**src/rtl/grid_line_of_sight_check_core_assert.svh**
```systemverilog
// Assertion macros for the grid line-of-sight check core.
// Included by the top level; the checks compile away when SYNTH is defined.
`ifndef GRID_LINE_OF_SIGHT_CHECK_CORE_ASSERT_SVH
`define GRID_LINE_OF_SIGHT_CHECK_CORE_ASSERT_SVH
`ifndef SYNTH
// Consequent must hold in the same cycle as the antecedent.
`define GLOS_ASSERT_NOW(label, clk, rst, ante, cons) \
   label: assert property (@(posedge clk) disable iff (rst) (ante) |-> (cons)) \
      else $error("glos: same-cycle check failed");
// Consequent must hold in the cycle after the antecedent.
`define GLOS_ASSERT_NEXT(label, clk, rst, ante, cons) \
   label: assert property (@(posedge clk) disable iff (rst) (ante) |=> (cons)) \
      else $error("glos: next-cycle check failed");
`else
`define GLOS_ASSERT_NOW(label, clk, rst, ante, cons)
`define GLOS_ASSERT_NEXT(label, clk, rst, ante, cons)
`endif
`endif

```
**src/rtl/glos_pkg.sv**
```systemverilog
// Shared constants and types of the grid line-of-sight check core.
// No dependencies; every other RTL file but the assertion header refers to this package.
`default_nettype none

package glos_pkg;

   // Field widths fixed by the transaction format.
   localparam int COORD_W = 5;
   localparam int STEPS_W = 7;

   // Map geometry.
   localparam int MAP_TILES = 32;
   localparam int MAP_AW    = $clog2(MAP_TILES);
   localparam logic [COORD_W:0] MAP_LIMIT = (COORD_W + 1)'(MAP_TILES);

   // Sub-cell coordinates run at twice the tile resolution.
   localparam int SUB_W = COORD_W + 1;

   // Holds (1 + 2 * ix) * ny for the longest walk of the sub-cell grid.
   localparam int ACC_W = 13;

   // Reset value of the walk length limit.
   localparam logic [STEPS_W-1:0] MAX_STEPS_RESET = STEPS_W'(18);

   // Four sub-cell offsets are tried per query.
   localparam logic [1:0] LAST_WALK = 2'd3;

   // Command queue between the front and back ends.
   localparam int Q_DEPTH = 4;
   localparam int Q_AW    = $clog2(Q_DEPTH);
   localparam int Q_CW    = $clog2(Q_DEPTH + 1);

   // Opcode of an input transaction.
   localparam logic OP_WRITE = 1'b0;
   localparam logic OP_QUERY = 1'b1;

   typedef enum logic [1:0] {
      CMD_WRITE,
      CMD_QUERY,
      CMD_ZERO
   } cmd_kind_type;

   // One classified command; a and b are the written tile or observer/target.
   typedef struct packed {
      cmd_kind_type       kind;
      logic [COORD_W-1:0] ax;
      logic [COORD_W-1:0] ay;
      logic [COORD_W-1:0] bx;
      logic [COORD_W-1:0] by;
      logic               open;
   } cmd_type;

   typedef struct packed {
      logic full;
      logic empty;
   } q_status_type;

endpackage

`default_nettype wire

```
**src/rtl/glos_channels.sv**
```systemverilog
// Valid/ready channel interfaces for requests and responses.
// Depends on glos_pkg for field widths.
`default_nettype none

interface glos_req_if;
   logic                         valid;
   logic                         ready;
   logic                         opcode;
   logic [glos_pkg::COORD_W-1:0] tile_x;
   logic [glos_pkg::COORD_W-1:0] tile_y;
   logic                         tile_open;
   logic [glos_pkg::COORD_W-1:0] observer_x;
   logic [glos_pkg::COORD_W-1:0] observer_y;
   logic [glos_pkg::COORD_W-1:0] target_x;
   logic [glos_pkg::COORD_W-1:0] target_y;
   logic                         target_present;

   modport source (
      output valid, opcode, tile_x, tile_y, tile_open,
      output observer_x, observer_y, target_x, target_y, target_present,
      input  ready
   );
   modport sink (
      input  valid, opcode, tile_x, tile_y, tile_open,
      input  observer_x, observer_y, target_x, target_y, target_present,
      output ready
   );
endinterface

interface glos_rsp_if;
   logic valid;
   logic ready;
   logic visible;

   modport source (output valid, visible, input ready);
   modport sink (input valid, visible, output ready);
endinterface

`default_nettype wire

```
**src/rtl/glos_front.sv**
```systemverilog
// Front end: accepts request transactions and classifies them into commands.
// Depends on glos_pkg and the glos_req_if channel.
`default_nettype none

module glos_front (
   glos_req_if.sink              req_chan,
   input  glos_pkg::q_status_type q_stat,
   output logic                  q_push,
   output glos_pkg::cmd_type     q_wdata
);

   logic accept;
   logic wr_on_map;
   logic query_ok;

   // Accept whenever the queue has room.
   assign req_chan.ready = !q_stat.full;
   assign accept         = req_chan.valid && req_chan.ready;

   // Range checks of the tile coordinates.
   assign wr_on_map = ({1'b0, req_chan.tile_x} < glos_pkg::MAP_LIMIT) &&
                      ({1'b0, req_chan.tile_y} < glos_pkg::MAP_LIMIT);
   assign query_ok  = req_chan.target_present &&
                      ({1'b0, req_chan.observer_x} < glos_pkg::MAP_LIMIT) &&
                      ({1'b0, req_chan.observer_y} < glos_pkg::MAP_LIMIT) &&
                      ({1'b0, req_chan.target_x} < glos_pkg::MAP_LIMIT) &&
                      ({1'b0, req_chan.target_y} < glos_pkg::MAP_LIMIT);

   // Build the command; writes off the map are dropped here.
   always_comb begin
      q_wdata.open = req_chan.tile_open;
      if (req_chan.opcode == glos_pkg::OP_WRITE) begin
         q_wdata.kind = glos_pkg::CMD_WRITE;
         q_wdata.ax   = req_chan.tile_x;
         q_wdata.ay   = req_chan.tile_y;
         q_wdata.bx   = req_chan.tile_x;
         q_wdata.by   = req_chan.tile_y;
         q_push       = accept && wr_on_map;
      end else begin
         q_wdata.kind = query_ok ? glos_pkg::CMD_QUERY : glos_pkg::CMD_ZERO;
         q_wdata.ax   = req_chan.observer_x;
         q_wdata.ay   = req_chan.observer_y;
         q_wdata.bx   = req_chan.target_x;
         q_wdata.by   = req_chan.target_y;
         q_push       = accept;
      end
   end

endmodule

`default_nettype wire

```
**src/rtl/glos_fifo.sv**
```systemverilog
// Short command queue between the front and back ends.
// Depends on glos_pkg for the command type and depth.
`default_nettype none

module glos_fifo (
   input  logic                   clock,
   input  logic                   reset,
   input  logic                   push,
   input  glos_pkg::cmd_type      wdata,
   input  logic                   pop,
   output glos_pkg::cmd_type      rdata,
   output glos_pkg::q_status_type stat
);

   glos_pkg::cmd_type             entry_ff [glos_pkg::Q_DEPTH];
   logic [glos_pkg::Q_AW-1:0]     wr_ptr_ff, wr_ptr_in;
   logic [glos_pkg::Q_AW-1:0]     rd_ptr_ff, rd_ptr_in;
   logic [glos_pkg::Q_CW-1:0]     count_ff, count_in;

   assign stat.full  = (count_ff == glos_pkg::Q_CW'(glos_pkg::Q_DEPTH));
   assign stat.empty = (count_ff == '0);
   assign rdata      = entry_ff[rd_ptr_ff];

   // Pointer and fill count update.
   always_comb begin
      wr_ptr_in = push ? wr_ptr_ff + 1'b1 : wr_ptr_ff;
      rd_ptr_in = pop ? rd_ptr_ff + 1'b1 : rd_ptr_ff;
      count_in  = count_ff;
      if (push && !pop) begin
         count_in = count_ff + 1'b1;
      end else if (pop && !push) begin
         count_in = count_ff - 1'b1;
      end
   end

   always_ff @(posedge clock) begin
      if (push) begin
         entry_ff[wr_ptr_ff] <= wdata;
      end
      if (reset) begin
         wr_ptr_ff <= '0;
         rd_ptr_ff <= '0;
         count_ff  <= '0;
      end else begin
         wr_ptr_ff <= wr_ptr_in;
         rd_ptr_ff <= rd_ptr_in;
         count_ff  <= count_in;
      end
   end

endmodule

`default_nettype wire

```
**src/rtl/glos_tile_map.sv**
```systemverilog
// Tile accessibility store: one memory row per map row, with row valid bits.
// Depends on glos_pkg for the map geometry.
`default_nettype none

module glos_tile_map (
   input  logic                        clock,
   input  logic                        reset,
   input  logic                        wr_en,
   input  logic [glos_pkg::MAP_AW-1:0] wr_x,
   input  logic [glos_pkg::MAP_AW-1:0] wr_y,
   input  logic                        wr_open,
   input  logic [glos_pkg::MAP_AW-1:0] rd_x,
   input  logic [glos_pkg::MAP_AW-1:0] rd_y,
   output logic                        rd_open
);

   logic [glos_pkg::MAP_TILES-1:0] row_mem [glos_pkg::MAP_TILES];
   logic [glos_pkg::MAP_TILES-1:0] row_valid_ff;
   logic [glos_pkg::MAP_TILES-1:0] rd_row_ff;
   logic                           rd_valid_ff;
   logic [glos_pkg::MAP_AW-1:0]    rd_x_ff;
   logic [glos_pkg::MAP_TILES-1:0] fresh_row;

   // A row never written reads as all blocked, so its first write replaces it.
   assign fresh_row = glos_pkg::MAP_TILES'(wr_open) << wr_x;

   always_ff @(posedge clock) begin
      if (wr_en) begin
         if (row_valid_ff[wr_y]) begin
            row_mem[wr_y][wr_x] <= wr_open;
         end else begin
            row_mem[wr_y] <= fresh_row;
         end
      end
      rd_row_ff <= row_mem[rd_y];
      rd_x_ff   <= rd_x;
   end

   // Row valid bits are control state and clear at reset.
   always_ff @(posedge clock) begin
      if (reset) begin
         row_valid_ff <= '0;
         rd_valid_ff  <= 1'b0;
      end else begin
         if (wr_en) begin
            row_valid_ff[wr_y] <= 1'b1;
         end
         rd_valid_ff <= row_valid_ff[rd_y];
      end
   end

   assign rd_open = rd_valid_ff && rd_row_ff[rd_x_ff];

endmodule

`default_nettype wire

```
**src/rtl/glos_walker.sv**
```systemverilog
// Back end: applies tile writes and walks the sub-cell grid for queries.
// Depends on glos_pkg, glos_rsp_if and glos_tile_map.
`default_nettype none

module glos_walker (
   input  logic                           clock,
   input  logic                           reset,
   input  logic                           csr_wr_en,
   input  logic [glos_pkg::STEPS_W-1:0]   csr_wr_data,
   input  glos_pkg::q_status_type         q_stat,
   input  glos_pkg::cmd_type              q_rdata,
   output logic                           q_pop,
   output logic                           rsp_load,
   glos_rsp_if.source                     rsp_chan
);

   typedef enum logic [1:0] {
      ST_IDLE,
      ST_SETUP,
      ST_WALK,
      ST_RESULT
   } state_type;

   state_type                      state_ff, state_in;
   logic [glos_pkg::STEPS_W-1:0]   max_steps_ff, max_steps_in;
   glos_pkg::cmd_type              cmd_ff, cmd_in;
   logic [1:0]                     walk_ff, walk_in;
   logic [glos_pkg::SUB_W-1:0]     cx_ff, cx_in, cy_ff, cy_in;
   logic [glos_pkg::SUB_W-1:0]     nx_ff, nx_in, ny_ff, ny_in;
   logic [glos_pkg::SUB_W-1:0]     ix_ff, ix_in, iy_ff, iy_in;
   logic [glos_pkg::ACC_W-1:0]     a_ff, a_in, b_ff, b_in;
   logic                           xup_ff, xup_in, yup_ff, yup_in;
   logic                           pend_ff, pend_in;
   logic                           vis_ff, vis_in;
   logic                           rsp_valid_ff, rsp_valid_in;
   logic                           rsp_vis_ff, rsp_vis_in;

   logic                           map_wr_en;
   logic                           map_open;
   logic [glos_pkg::COORD_W-1:0]   dtx, dty;
   logic                           set_xup, set_yup;
   logic [glos_pkg::SUB_W-1:0]     set_nx, set_ny;
   logic [glos_pkg::STEPS_W-1:0]   set_len;
   logic                           more;
   logic                           h_step;
   logic                           walk_fail;

   glos_tile_map u_map (
      .clock   (clock),
      .reset   (reset),
      .wr_en   (map_wr_en),
      .wr_x    (q_rdata.ax),
      .wr_y    (q_rdata.ay),
      .wr_open (q_rdata.open),
      .rd_x    (cx_in[glos_pkg::SUB_W-1:1]),
      .rd_y    (cy_in[glos_pkg::SUB_W-1:1]),
      .rd_open (map_open)
   );

   // Walk geometry; the sub-cell offset cancels in the distances.
   assign set_xup = cmd_ff.bx > cmd_ff.ax;
   assign set_yup = cmd_ff.by > cmd_ff.ay;
   assign dtx     = set_xup ? cmd_ff.bx - cmd_ff.ax : cmd_ff.ax - cmd_ff.bx;
   assign dty     = set_yup ? cmd_ff.by - cmd_ff.ay : cmd_ff.ay - cmd_ff.by;
   assign set_nx  = {dtx, 1'b0};
   assign set_ny  = {dty, 1'b0};
   assign set_len = glos_pkg::STEPS_W'(set_nx) + glos_pkg::STEPS_W'(set_ny);

   // Step choice: a tracks (1 + 2 * ix) * ny and b tracks (1 + 2 * iy) * nx.
   assign more   = (ix_ff < nx_ff) || (iy_ff < ny_ff);
   assign h_step = (a_ff <= b_ff);

   assign rsp_chan.valid   = rsp_valid_ff;
   assign rsp_chan.visible = rsp_vis_ff;

   // Sequencer next-state logic.
   always_comb begin
      state_in     = state_ff;
      max_steps_in = csr_wr_en ? csr_wr_data : max_steps_ff;
      cmd_in       = cmd_ff;
      walk_in      = walk_ff;
      cx_in        = cx_ff;
      cy_in        = cy_ff;
      nx_in        = nx_ff;
      ny_in        = ny_ff;
      ix_in        = ix_ff;
      iy_in        = iy_ff;
      a_in         = a_ff;
      b_in         = b_ff;
      xup_in       = xup_ff;
      yup_in       = yup_ff;
      pend_in      = pend_ff;
      vis_in       = vis_ff;
      q_pop        = 1'b0;
      map_wr_en    = 1'b0;
      rsp_load     = 1'b0;
      walk_fail    = 1'b0;

      case (state_ff)
         ST_IDLE: begin
            if (!q_stat.empty) begin
               q_pop = 1'b1;
               case (q_rdata.kind)
                  glos_pkg::CMD_WRITE: begin
                     map_wr_en = 1'b1;
                  end
                  glos_pkg::CMD_QUERY: begin
                     cmd_in   = q_rdata;
                     walk_in  = '0;
                     state_in = ST_SETUP;
                  end
                  default: begin
                     vis_in   = 1'b0;
                     state_in = ST_RESULT;
                  end
               endcase
            end
         end

         ST_SETUP: begin
            cx_in   = {cmd_ff.ax, walk_ff[0]};
            cy_in   = {cmd_ff.ay, walk_ff[1]};
            nx_in   = set_nx;
            ny_in   = set_ny;
            xup_in  = set_xup;
            yup_in  = set_yup;
            ix_in   = '0;
            iy_in   = '0;
            a_in    = glos_pkg::ACC_W'(set_ny);
            b_in    = glos_pkg::ACC_W'(set_nx);
            pend_in = 1'b0;
            if (set_len > max_steps_ff) begin
               walk_fail = 1'b1;
            end else if (set_len == '0) begin
               vis_in   = 1'b1;
               state_in = ST_RESULT;
            end else begin
               state_in = ST_WALK;
            end
         end

         ST_WALK: begin
            if (pend_ff && !map_open) begin
               walk_fail = 1'b1;
            end else if (more) begin
               // Step into the next cell and read it; checked next cycle.
               pend_in = 1'b1;
               if (h_step) begin
                  cx_in = xup_ff ? cx_ff + 1'b1 : cx_ff - 1'b1;
                  ix_in = ix_ff + 1'b1;
                  a_in  = a_ff + glos_pkg::ACC_W'({ny_ff, 1'b0});
               end else begin
                  cy_in = yup_ff ? cy_ff + 1'b1 : cy_ff - 1'b1;
                  iy_in = iy_ff + 1'b1;
                  b_in  = b_ff + glos_pkg::ACC_W'({nx_ff, 1'b0});
               end
            end else begin
               vis_in   = 1'b1;
               state_in = ST_RESULT;
            end
         end

         ST_RESULT: begin
            if (!rsp_valid_ff || rsp_chan.ready) begin
               rsp_load = 1'b1;
               state_in = ST_IDLE;
            end
         end

         default: begin
            state_in = ST_IDLE;
         end
      endcase

      // A failed walk moves on to the next offset or answers not visible.
      if (walk_fail) begin
         if (walk_ff == glos_pkg::LAST_WALK) begin
            vis_in   = 1'b0;
            state_in = ST_RESULT;
         end else begin
            walk_in  = walk_ff + 1'b1;
            state_in = ST_SETUP;
         end
      end
   end

   // Response output register.
   assign rsp_valid_in = rsp_load || (rsp_valid_ff && !rsp_chan.ready);
   assign rsp_vis_in   = rsp_load ? vis_ff : rsp_vis_ff;

   always_ff @(posedge clock) begin
      cmd_ff     <= cmd_in;
      walk_ff    <= walk_in;
      cx_ff      <= cx_in;
      cy_ff      <= cy_in;
      nx_ff      <= nx_in;
      ny_ff      <= ny_in;
      ix_ff      <= ix_in;
      iy_ff      <= iy_in;
      a_ff       <= a_in;
      b_ff       <= b_in;
      xup_ff     <= xup_in;
      yup_ff     <= yup_in;
      vis_ff     <= vis_in;
      rsp_vis_ff <= rsp_vis_in;
      if (reset) begin
         state_ff     <= ST_IDLE;
         max_steps_ff <= glos_pkg::MAX_STEPS_RESET;
         pend_ff      <= 1'b0;
         rsp_valid_ff <= 1'b0;
      end else begin
         state_ff     <= state_in;
         max_steps_ff <= max_steps_in;
         pend_ff      <= pend_in;
         rsp_valid_ff <= rsp_valid_in;
      end
   end

endmodule

`default_nettype wire

```
**src/rtl/grid_line_of_sight_check_core.sv**
```systemverilog
// Top level of the grid line-of-sight check core.
// Depends on glos_pkg, the channel interfaces, glos_front, glos_fifo, glos_walker.
//
//   Channel    Direction  Handshake          Carries
//   req_chan   in         valid / ready      tile write or visibility query
//   rsp_chan   out        valid / ready      visible flag, one per query
//   csr_*      in         write enable only  max_path_steps (7 bits)
//
// A tile write is applied when the back end pops it. A query passes through the setup state
// for each offset tried and, when the walk fits the limit and has steps, through the walk
// state with one map row read per step, then the result state. A four-entry command queue
// lets the front accept while the back walks, and the response register lets the next item
// start while a result waits. Reset is synchronous; map rows carry valid bits, so every
// tile reads blocked after reset with no clearing pass.
`default_nettype none
`include "grid_line_of_sight_check_core_assert.svh"

module grid_line_of_sight_check_core (
   input  logic                         clock,
   input  logic                         reset,
   glos_req_if.sink                     req_chan,
   glos_rsp_if.source                   rsp_chan,
   input  logic                         csr_wr_en,
   input  logic [glos_pkg::STEPS_W-1:0] csr_wr_data
);

   glos_pkg::q_status_type q_stat;
   glos_pkg::cmd_type      q_wdata;
   glos_pkg::cmd_type      q_rdata;
   logic                   q_push;
   logic                   q_pop;
   logic                   rsp_load;

   // Classification of incoming transactions.
   glos_front u_front (
      .req_chan (req_chan),
      .q_stat   (q_stat),
      .q_push   (q_push),
      .q_wdata  (q_wdata)
   );

   // Command queue.
   glos_fifo u_fifo (
      .clock (clock),
      .reset (reset),
      .push  (q_push),
      .wdata (q_wdata),
      .pop   (q_pop),
      .rdata (q_rdata),
      .stat  (q_stat)
   );

   // Map store and walk sequencer.
   glos_walker u_walker (
      .clock       (clock),
      .reset       (reset),
      .csr_wr_en   (csr_wr_en),
      .csr_wr_data (csr_wr_data),
      .q_stat      (q_stat),
      .q_rdata     (q_rdata),
      .q_pop       (q_pop),
      .rsp_load    (rsp_load),
      .rsp_chan    (rsp_chan)
   );

   // Queue is never pushed when full nor popped when empty.
   `GLOS_ASSERT_NOW(a_push_room, clock, reset, q_push, !q_stat.full)
   `GLOS_ASSERT_NOW(a_pop_data, clock, reset, q_pop, !q_stat.empty)
   // A result is loaded only into a free or draining response register.
   `GLOS_ASSERT_NOW(a_load_free, clock, reset, rsp_load, !rsp_chan.valid || rsp_chan.ready)
   `GLOS_ASSERT_NEXT(a_load_shown, clock, reset, rsp_load, rsp_chan.valid)

endmodule

`default_nettype wire

```
**src/flat_wrapper.sv**
```systemverilog
// flat-port wrapper written by rule: the top's interface ports become plain ports
module grid_line_of_sight_check_core_flat 
  (clock, reset, csr_wr_en, csr_wr_data, req_chan_valid, req_chan_opcode, req_chan_tile_x, req_chan_tile_y, req_chan_tile_open, req_chan_observer_x, req_chan_observer_y, req_chan_target_x, req_chan_target_y, req_chan_target_present, req_chan_ready, rsp_chan_valid, rsp_chan_visible, rsp_chan_ready);
  glos_req_if req_chan_i ();
  glos_rsp_if rsp_chan_i ();
  input  logic clock;
  input  logic reset;
  input  logic csr_wr_en;
  input  logic [glos_pkg::STEPS_W-1:0] csr_wr_data;
  input wire logic [$bits(req_chan_i.valid)-1:0] req_chan_valid;
  input wire logic [$bits(req_chan_i.opcode)-1:0] req_chan_opcode;
  input wire logic [$bits(req_chan_i.tile_x)-1:0] req_chan_tile_x;
  input wire logic [$bits(req_chan_i.tile_y)-1:0] req_chan_tile_y;
  input wire logic [$bits(req_chan_i.tile_open)-1:0] req_chan_tile_open;
  input wire logic [$bits(req_chan_i.observer_x)-1:0] req_chan_observer_x;
  input wire logic [$bits(req_chan_i.observer_y)-1:0] req_chan_observer_y;
  input wire logic [$bits(req_chan_i.target_x)-1:0] req_chan_target_x;
  input wire logic [$bits(req_chan_i.target_y)-1:0] req_chan_target_y;
  input wire logic [$bits(req_chan_i.target_present)-1:0] req_chan_target_present;
  output wire logic [$bits(req_chan_i.ready)-1:0] req_chan_ready;
  output wire logic [$bits(rsp_chan_i.valid)-1:0] rsp_chan_valid;
  output wire logic [$bits(rsp_chan_i.visible)-1:0] rsp_chan_visible;
  input wire logic [$bits(rsp_chan_i.ready)-1:0] rsp_chan_ready;
  assign req_chan_i.valid = req_chan_valid;
  assign req_chan_i.opcode = req_chan_opcode;
  assign req_chan_i.tile_x = req_chan_tile_x;
  assign req_chan_i.tile_y = req_chan_tile_y;
  assign req_chan_i.tile_open = req_chan_tile_open;
  assign req_chan_i.observer_x = req_chan_observer_x;
  assign req_chan_i.observer_y = req_chan_observer_y;
  assign req_chan_i.target_x = req_chan_target_x;
  assign req_chan_i.target_y = req_chan_target_y;
  assign req_chan_i.target_present = req_chan_target_present;
  assign req_chan_ready = req_chan_i.ready;
  assign rsp_chan_valid = rsp_chan_i.valid;
  assign rsp_chan_visible = rsp_chan_i.visible;
  assign rsp_chan_i.ready = rsp_chan_ready;
  grid_line_of_sight_check_core u_core (.clock(clock), .reset(reset), .req_chan(req_chan_i), .rsp_chan(rsp_chan_i), .csr_wr_en(csr_wr_en), .csr_wr_data(csr_wr_data));
endmodule
```
**config.mk**
```make
export PLATFORM = sky130hd
export DESIGN_NAME = grid_line_of_sight_check_core_flat
export DESIGN_NICKNAME = d
export VERILOG_FILES = /design/src/rtl/glos_pkg.sv /design/src/rtl/glos_channels.sv /design/src/rtl/glos_front.sv /design/src/rtl/glos_fifo.sv /design/src/rtl/glos_tile_map.sv /design/src/rtl/glos_walker.sv /design/src/rtl/grid_line_of_sight_check_core.sv /design/src/flat_wrapper.sv
export VERILOG_INCLUDE_DIRS = /design/src /design/src/rtl
export SDC_FILE = /design/constraint.sdc
export NUM_CORES = 2
export LEC_CHECK = 0
export BUFFER_PORTS_ARGS = -buffer_cell sky130_fd_sc_hd__buf_2
export CORE_MARGIN = 1.5
export CORE_UTILIZATION = 31
export CTS_BUF_LIST = sky130_fd_sc_hd__clkbuf_2 sky130_fd_sc_hd__clkbuf_4 sky130_fd_sc_hd__clkbuf_8
export DETAILED_ROUTE_END_ITERATION = 8
export PLACE_DENSITY_LB_ADDON = 0.08
export SLEW_MARGIN = 5
export SYNTH_ARGS = -nofsm -noshare
export SYNTH_HDL_FRONTEND = slang
export SYNTH_SLANG_ARGS = --single-unit
```
**constraint.sdc**
```tcl
create_clock -name clock -period 9.5 [get_ports clock]
set_clock_uncertainty 0.05 [all_clocks]
set_input_delay 1.9 -clock clock [delete_from_list [all_inputs] [get_ports clock]]
set_output_delay 1.9 -clock clock [all_outputs]
set_load 0.02 [all_outputs]
```
Yosys cells after proc, flatten, opt, wreduce, memory -nomap -nowiden
Memories as Yosys holds them, arrays and structs flattened. A register that Yosys moved wholly into a read port is not among the register bits.
Index checks and enable logic that the tools add are counted.
{"block": "classes", "add_sub_neg": 18, "muxes": 121, "n_lt_le_gt_ge": 12, "n_reduce_logical": 29, "bitwise": 34, "shifts": 1, "n_eq_ne": 16}
{"op": "6-bit two-way mux", "n": 14}
{"op": "13-bit two-way mux", "n": 6}
{"op": "1-bit two-way mux", "n": 64}
{"op": "13-bit case mux with 2 select lines", "n": 2}
{"op": "6-bit case mux with 2 select lines", "n": 4}
{"op": "32-bit two-way mux", "n": 1}
{"op": "1-bit OR", "n": 32}
{"op": "32-bit OR", "n": 1}
{"op": "1-bit by 5-bit << shifter with 32-bit output", "n": 1}
{"op": "2-bit two-way mux", "n": 15}
{"op": "13-bit by 7-bit adder with 13-bit output", "n": 2}
{"op": "6-bit by 1-bit adder with 6-bit output, second input constant", "n": 4}
{"op": "5-bit by 6-bit less-than comparator with 1-bit output, second input constant", "n": 4}
{"op": "22-bit two-way mux", "n": 1}
{"op": "5-bit subtractor", "n": 4}
{"op": "3-bit != test, second input constant", "n": 6}
{"op": "1-bit binary-select mux with 5-bit select", "n": 3}
{"op": "13-bit <= comparator", "n": 1}
{"op": "6-bit less-than comparator", "n": 2}
{"op": "6-bit by 1-bit subtractor with 6-bit output, second input constant", "n": 2}
{"op": "1-bit demux with 5-bit select", "n": 2}
{"op": "5-bit by 1-bit greater-or-equal comparator with 1-bit output, second input constant", "n": 2}
{"op": "5-bit greater-than comparator", "n": 2}
{"op": "5-bit two-way mux", "n": 2}
{"op": "26 further kinds", "n": 54}
{"block": "word_totals", "ramBits": 1116, "reg_bits": 137, "output_inout_bits": 3, "n_memories": 2, "elab_cells": 261}
{"name": "u_core.u_walker.u_map.row_mem", "depth": 32, "word_bits": 32, "read_ports": 1, "rd_clocked_by_memory_dff": 1, "wr": 1, "line": "glos_tile_map.sv:17", "text": "logic [glos_pkg::MAP_TILES-1:0] row_mem [glos_pkg::MAP_TILES];"}
{"name": "u_core.u_fifo.entry_ff", "depth": 4, "word_bits": 23, "read_ports": 1, "rd_clocked_by_memory_dff": 1, "wr": 1, "line": "glos_fifo.sv:15", "text": "glos_pkg::cmd_type entry_ff [glos_pkg::Q_DEPTH];"}

Longest topological paths before layout
{"block": "logic_depth", "depth_word": 9, "depth_mapped": 23, "mapped_depth_nobuf": 22}

Hierarchy
A second synthesis with hierarchy kept.
{"block": "unflattened", "cells_unflattened": 4058, "hier_area_um2": 58302.2}
{"mod": "glos_tile_map", "area_each_um2": 47928.5, "cells_each": 3246, "instances": 1}
{"mod": "glos_walker", "area_each_um2": 6313.6, "cells_each": 621, "instances": 1}
{"mod": "glos_fifo", "area_each_um2": 3782.4, "cells_each": 164, "instances": 1}
{"mod": "glos_front", "area_each_um2": 277.8, "cells_each": 27, "instances": 1}

Least setup slack after synthesis
OpenSTA, ideal clock, no wires.
{"block": "synth_path", "path_kind": "reg-to-reg", "startpoint": "reg u_core.u_walker.cmd_ff[7] (netlist name)", "endpoint": "reg u_core.u_walker.state_ff[0]", "period_less_slack_ps": 4758, "t_required_ps": 9359, "arrival_ps": 4617, "stages_incl_launch_ff": 24, "setup_slack_ps": 4742, "path_cell_list": "edfxtp_1 inv_1 ha_1 nor2b_1 o21ai_0 a21boi_0 o21a_1 o22a_1 clkbuf_1 mux2_2 ha_1 a21o_1 a21oi_1 nor2b_1 o21ai_0 nand2b_1 ha_1 nand4_1 or3_1 a32o_1 mux2i_1 a21oi_1 a21oi_1 a311oi_1"}
{"block": "synth_between", "elab_chain_len": 8}
{"element": "from (decl)", "line": "glos_walker.sv:26", "text": "glos_pkg::cmd_type cmd_ff, cmd_in;"}
{"element": "from (signal assigned)", "line": "glos_walker.sv:192", "text": "cmd_ff <= cmd_in;"}
{"element": "5-bit greater-than comparator (*)", "line": "glos_walker.sv:61", "text": "assign set_xup = cmd_ff.bx > cmd_ff.ax;"}
{"element": "named net u_core.u_walker.set_xup", "line": "glos_walker.sv:41", "text": "logic set_xup, set_yup;"}
{"element": "5-bit two-way mux (*)", "line": "glos_walker.sv:63", "text": "assign dtx = set_xup ? cmd_ff.bx - cmd_ff.ax : cmd_ff.ax - cmd_ff.bx;"}
{"element": "named net u_core.u_walker.dtx (one bit)", "line": "glos_walker.sv:40", "text": "logic [glos_pkg::COORD_W-1:0] dtx, dty;"}
{"element": "6-bit by 6-bit adder with 7-bit output (*)", "line": "glos_walker.sv:67", "text": "assign set_len = glos_pkg::STEPS_W'(set_nx) + glos_pkg::STEPS_W'(set_ny);"}
{"element": "7-bit greater-than comparator / 7-bit zero test (equally long branches)", "line": "glos_walker.sv:132, glos_walker.sv:134"}
{"element": "1-bit two-way mux (on tied branches)", "line": "glos_walker.sv:132, glos_walker.sv:134"}
{"element": "1-bit case mux with 2 select lines / 2-bit two-way mux (equally long branches)", "line": "glos_walker.sv:99, glos_walker.sv:132"}
{"element": "3-bit != test (no line) / 2-bit case mux with 4 select lines (equally long branches)"}
{"element": "6-bit AND reduction (no line) / 2-bit two-way mux (equally long branches)"}
{"element": "to (signal assigned)", "line": "glos_walker.sv:212", "text": "state_ff <= state_in;"}
{"element": "to (decl)", "line": "glos_walker.sv:24", "text": "state_type state_ff, state_in;"}
Mark *: on every way through the listed nets, which the timed path passes. The rest lies on a longest branch. The select of a mux whose other input is x is not followed.
A chain may end at the register's enable or synchronous reset.

==> metrics <==
antenna violations before repair=14; Final Hold Vio Count=0; CP Data Arrival Time=7.10 ns; CP max-delay cell=nor4_4; top-area cell type share of the netlist area=61.8%; TNS Setup=0 ns; via count=36600; Synth area leader=edfxtp_1; Yosys Warn Count=0; worst min path class=reg -> reg; count of cell types in the netlist=71; Mapped Cells=4597; Filler Cell Count=18400; Total GRT Usage=19.6%; Power Total=22.8 mW; global-route wire length before repair=266000 um; ys async rst share=0%; Die Height=435 um; GR peak layer=met2; Max Cap Viol=0; FF-to-FF setup slack=3.16 ns; Final Slew Violations=0; Tmin final=6.34 ns; # hold bufs at CTS=0; number of global-route vias before repair=36400; Rel. slew slack=18.2%; hold endpoint=u_core.u_walker.u_map.row_valid_ff[25]; reg2reg start=u_core.u_walker.cx_ff[2]; Post-Syn Area=57900 um2; nets@finish=4770; CTS Buf Count=231; Worst-Margin Slew=1.23 ns; floorplan row count=158; die area=190000 um2; Area Overhead vs Synth=14.0%; worst r2r path cells=12; RSZ-0062 raised after global routing=false; pre-CTS WS=3.21 ns; critical-path cell list=mux4_2, mux4_2, o21ai_1, o21a_1, nor4_1, a311oi_4, inv_4, nor4_4, buf_4, a32oi_1, nand4_1, a211oi_2; status=completed; port buffer count=47; Crit. End Element=flip-flop; Post-CTS Setup Repair Bufs=0; routed wire length=189000 um; CP Class=reg -> reg; f_max=0.158 GHz; clk sinks=1285; Overflow after GRT=0; final setup margin=3.16 ns; post-synthesis register bit count=1285; Die Span X=435 um; GPL Wtd Cong=0.737; required time of the worst setup path=10.26 ns; final core occ=35.6%; syn nets=4733; Clock Latency Late Sink=0.98 ns; CP Max Fanout=24; Crit path top cell by count=mux4_2; Via density=5.00; Hold Crit Depth=2; post-cts sizing count=0; DRT Pass-1 Iters=5; DRC viols=0; deepest clock path buffer count=3; largest cells by area after synthesis=edfxtp_1, mux2i_1, nor2_1; CTS clk-pin slew, worst paths=0.06 ns; Post-synth EDFFs=1192; post-route antenna net violation count=0; initial core utilization=31.2%; Pleak=23.3 nW; final setup vio count=0; worst r2r dst=u_core.u_walker.u_map.rd_row_ff[18]; I/O pin total=48; min-delay src=u_core.u_walker.u_map.row_valid_ff[25]; GRT met2 Usage=32.1%; largest net degree at the start of global routing=98; Cell Pwr Density=346 nW/um2; GR Util met1=26.9%; dpl hpwl=94200 um; Final period util=66.8%; sequential fraction of the synthesis area=65.0%; Max IR drop VDD=0.398 mV; max incr delay on CP=1.07 ns; fraction of layout cells with a size suffix above 1=15.9%; H-tree levels=4; core footprint=186000 um2; DR iter-0 viols=2704; CTS Root Cell=clkbuf_8; Global Route met3 Usage=3.13%; CTS tree=yes; Primary FF master, synth=edfxtp_1; Syn Area/Cell=12.6 um2; startpoint types=flip-flop; WL per Instance=25.8 um
## cells in the final DEF, fill, tap and decap left out, types with 10 or more instances in the layout
cell type,instances
edfxtp_1,1192
nor2_1,1106
mux2i_1,614
nand2_1,252
clkbuf_8,247
buf_4,123
inv_1,118
clkbuf_4,116
dfxtp_1,92
ha_1,81
a21oi_1,75
a22oi_1,65
a32oi_1,62
a21oi_2,60
buf_2,47
clkinv_1,42
o21ai_0,38
nand4_1,37
mux4_2,35
nand3_1,33
o22ai_1,32
xnor2_1,28
a211oi_2,26
nand2_4,22
nor2b_1,18
a21o_1,18
xor2_1,17
nand2b_1,16
o211ai_1,15
nor3_1,14
nand2_2,12
mux2_2,11
fa_1,10
## stage by stage
| stage | hold WS (ns) | instance area, um2 | cells |
|---|---|---|---|
| final | 0.412 | 66000 | 7316 |
| after global routing | 0.441 | 66000 | 7314 |
| after CTS | 0.410 | 66000 | 7311 |
| after detailed placement | 0.402 | 61300 | 6881 |
| after global placement | 0.393 | 61300 | 6881 |
| after floorplan | 0.375 | 57900 | 4597 |
## layout make-up
| cell class | instances | area [um2] | area share [%] |
|---|---|---|---|
| Sequential cell | 1285 | 37700 | 57.0 |
| Tap cell | 2480 | 3100 | 4.70 |
| Timing Repair Buffer | 176 | 1280 | 1.94 |
| Clock inverter | 67 | 454 | 0.688 |
| Clock buffer | 363 | 4270 | 6.47 |
| Multi-Input combinational cell | 2817 | 18800 | 28.4 |
| Antenna cell | 5 | 12.5 | 0.0189 |
| Inverter | 123 | 472 | 0.714 |
## flip-flops by register name, indices dropped and copies added (netlist names), 5 cells and up, named ones only
signal                              cells
u_core.u_walker.cy_ff                   6
u_core.u_walker.ny_ff                   5
u_core.u_walker.a_ff                   12
u_core.u_walker.nx_ff                   5
u_core.u_walker.u_map.row_valid_ff     32
u_core.u_walker.u_map.row_mem        1024
u_core.u_walker.cmd_ff                 20
u_core.u_fifo.entry_ff                 92
u_core.u_walker.ix_ff                   6
u_core.u_walker.u_map.rd_row_ff        32
u_core.u_walker.b_ff                   12
u_core.u_walker.max_steps_ff            7
u_core.u_walker.iy_ff                   6
u_core.u_walker.cx_ff                   6
## synth_stat cells (9+ instances only)
| library cell | count |
|---|---|
| nand3_1 | 33 |
| a22oi_1 | 65 |
| a21o_1 | 18 |
| a211oi_1 | 9 |
| a211oi_2 | 26 |
| xor2_1 | 17 |
| o22ai_1 | 32 |
| o21ai_0 | 40 |
| fa_1 | 10 |
| a32oi_1 | 62 |
| xnor2_1 | 28 |
| buf_6 | 13 |
| dfxtp_1 | 93 |
| edfxtp_1 | 1192 |
| clkbuf_1 | 276 |
| mux2i_1 | 614 |
| nor3_1 | 16 |
| a21oi_1 | 139 |
| buf_2 | 53 |
| mux2_2 | 11 |
| nor2b_1 | 20 |
| ha_1 | 81 |
| inv_1 | 118 |
| nand2_1 | 286 |
| buf_4 | 25 |
| nand2b_1 | 16 |
| nor2_1 | 1108 |
| mux4_2 | 35 |
| o211ai_1 | 15 |
| nand4_1 | 37 |
## metal layers
layer  up-vias  wire, um
li1      16600         -
met1     18800     86000
met2       853     89700
met3       268      8810
met4         0      4120
met5         -         0
## cells by family (layout without fill, tap and decap cells)
group | count (synthesis) | count (layout) | synth area share, %
compound gates | 467 | 467 | 5.67
xor+xnor | 45 | 45 | 0.680
fa+ha+maj | 91 | 91 | 2.09
buf+inv | 495 | 729 | 3.65
flops | 1285 | 1285 | 65.0
mux | 662 | 662 | 12.2
other cells | 0 | 5 | 0
simple gates | 1552 | 1552 | 10.7
## power by group
group / internal, mW / switching [mW]
Sequential: 7.39 / 0.299
Combinational: 3.00 / 6.78
Clock: 2.93 / 2.43
Total: 13.3 / 9.50
## worst max-delay path, delay by kind of cell, from the launching register on
family | cells | cell delay [ns]
AOI/OAI and AO/OA | 5 | 1.90
and+or+nand+nor | 3 | 1.39
muxes | 2 | 1.13
buffers and inverters | 2 | 0.96
DFF | 1 | 0.69
## how the worst max path moves through the flow
| stage | startpoint | end | slack [ns] | depth (start not counted) |
|---|---|---|---|---|
| floorplan | u_core.u_walker.cmd_ff[7] | u_core.u_walker.state_ff[0] | 4.74 | 23 |
| global placement | u_core.u_walker.cx_ff[2] | u_core.u_walker.u_map.rd_row_ff[15] | 3.29 | 12 |
| detailed placement | u_core.u_walker.cx_ff[2] | u_core.u_walker.u_map.rd_row_ff[0] | 3.21 | 12 |
| CTS | u_core.u_walker.cx_ff[2] | u_core.u_walker.u_map.rd_row_ff[18] | 3.17 | 12 |
| global route | u_core.u_walker.cx_ff[2] | u_core.u_walker.u_map.rd_row_ff[18] | 3.07 | 12 |
| finish | u_core.u_walker.cx_ff[2] | u_core.u_walker.u_map.rd_row_ff[18] | 3.16 | 12 |
(Power assumes the default switching activity.)
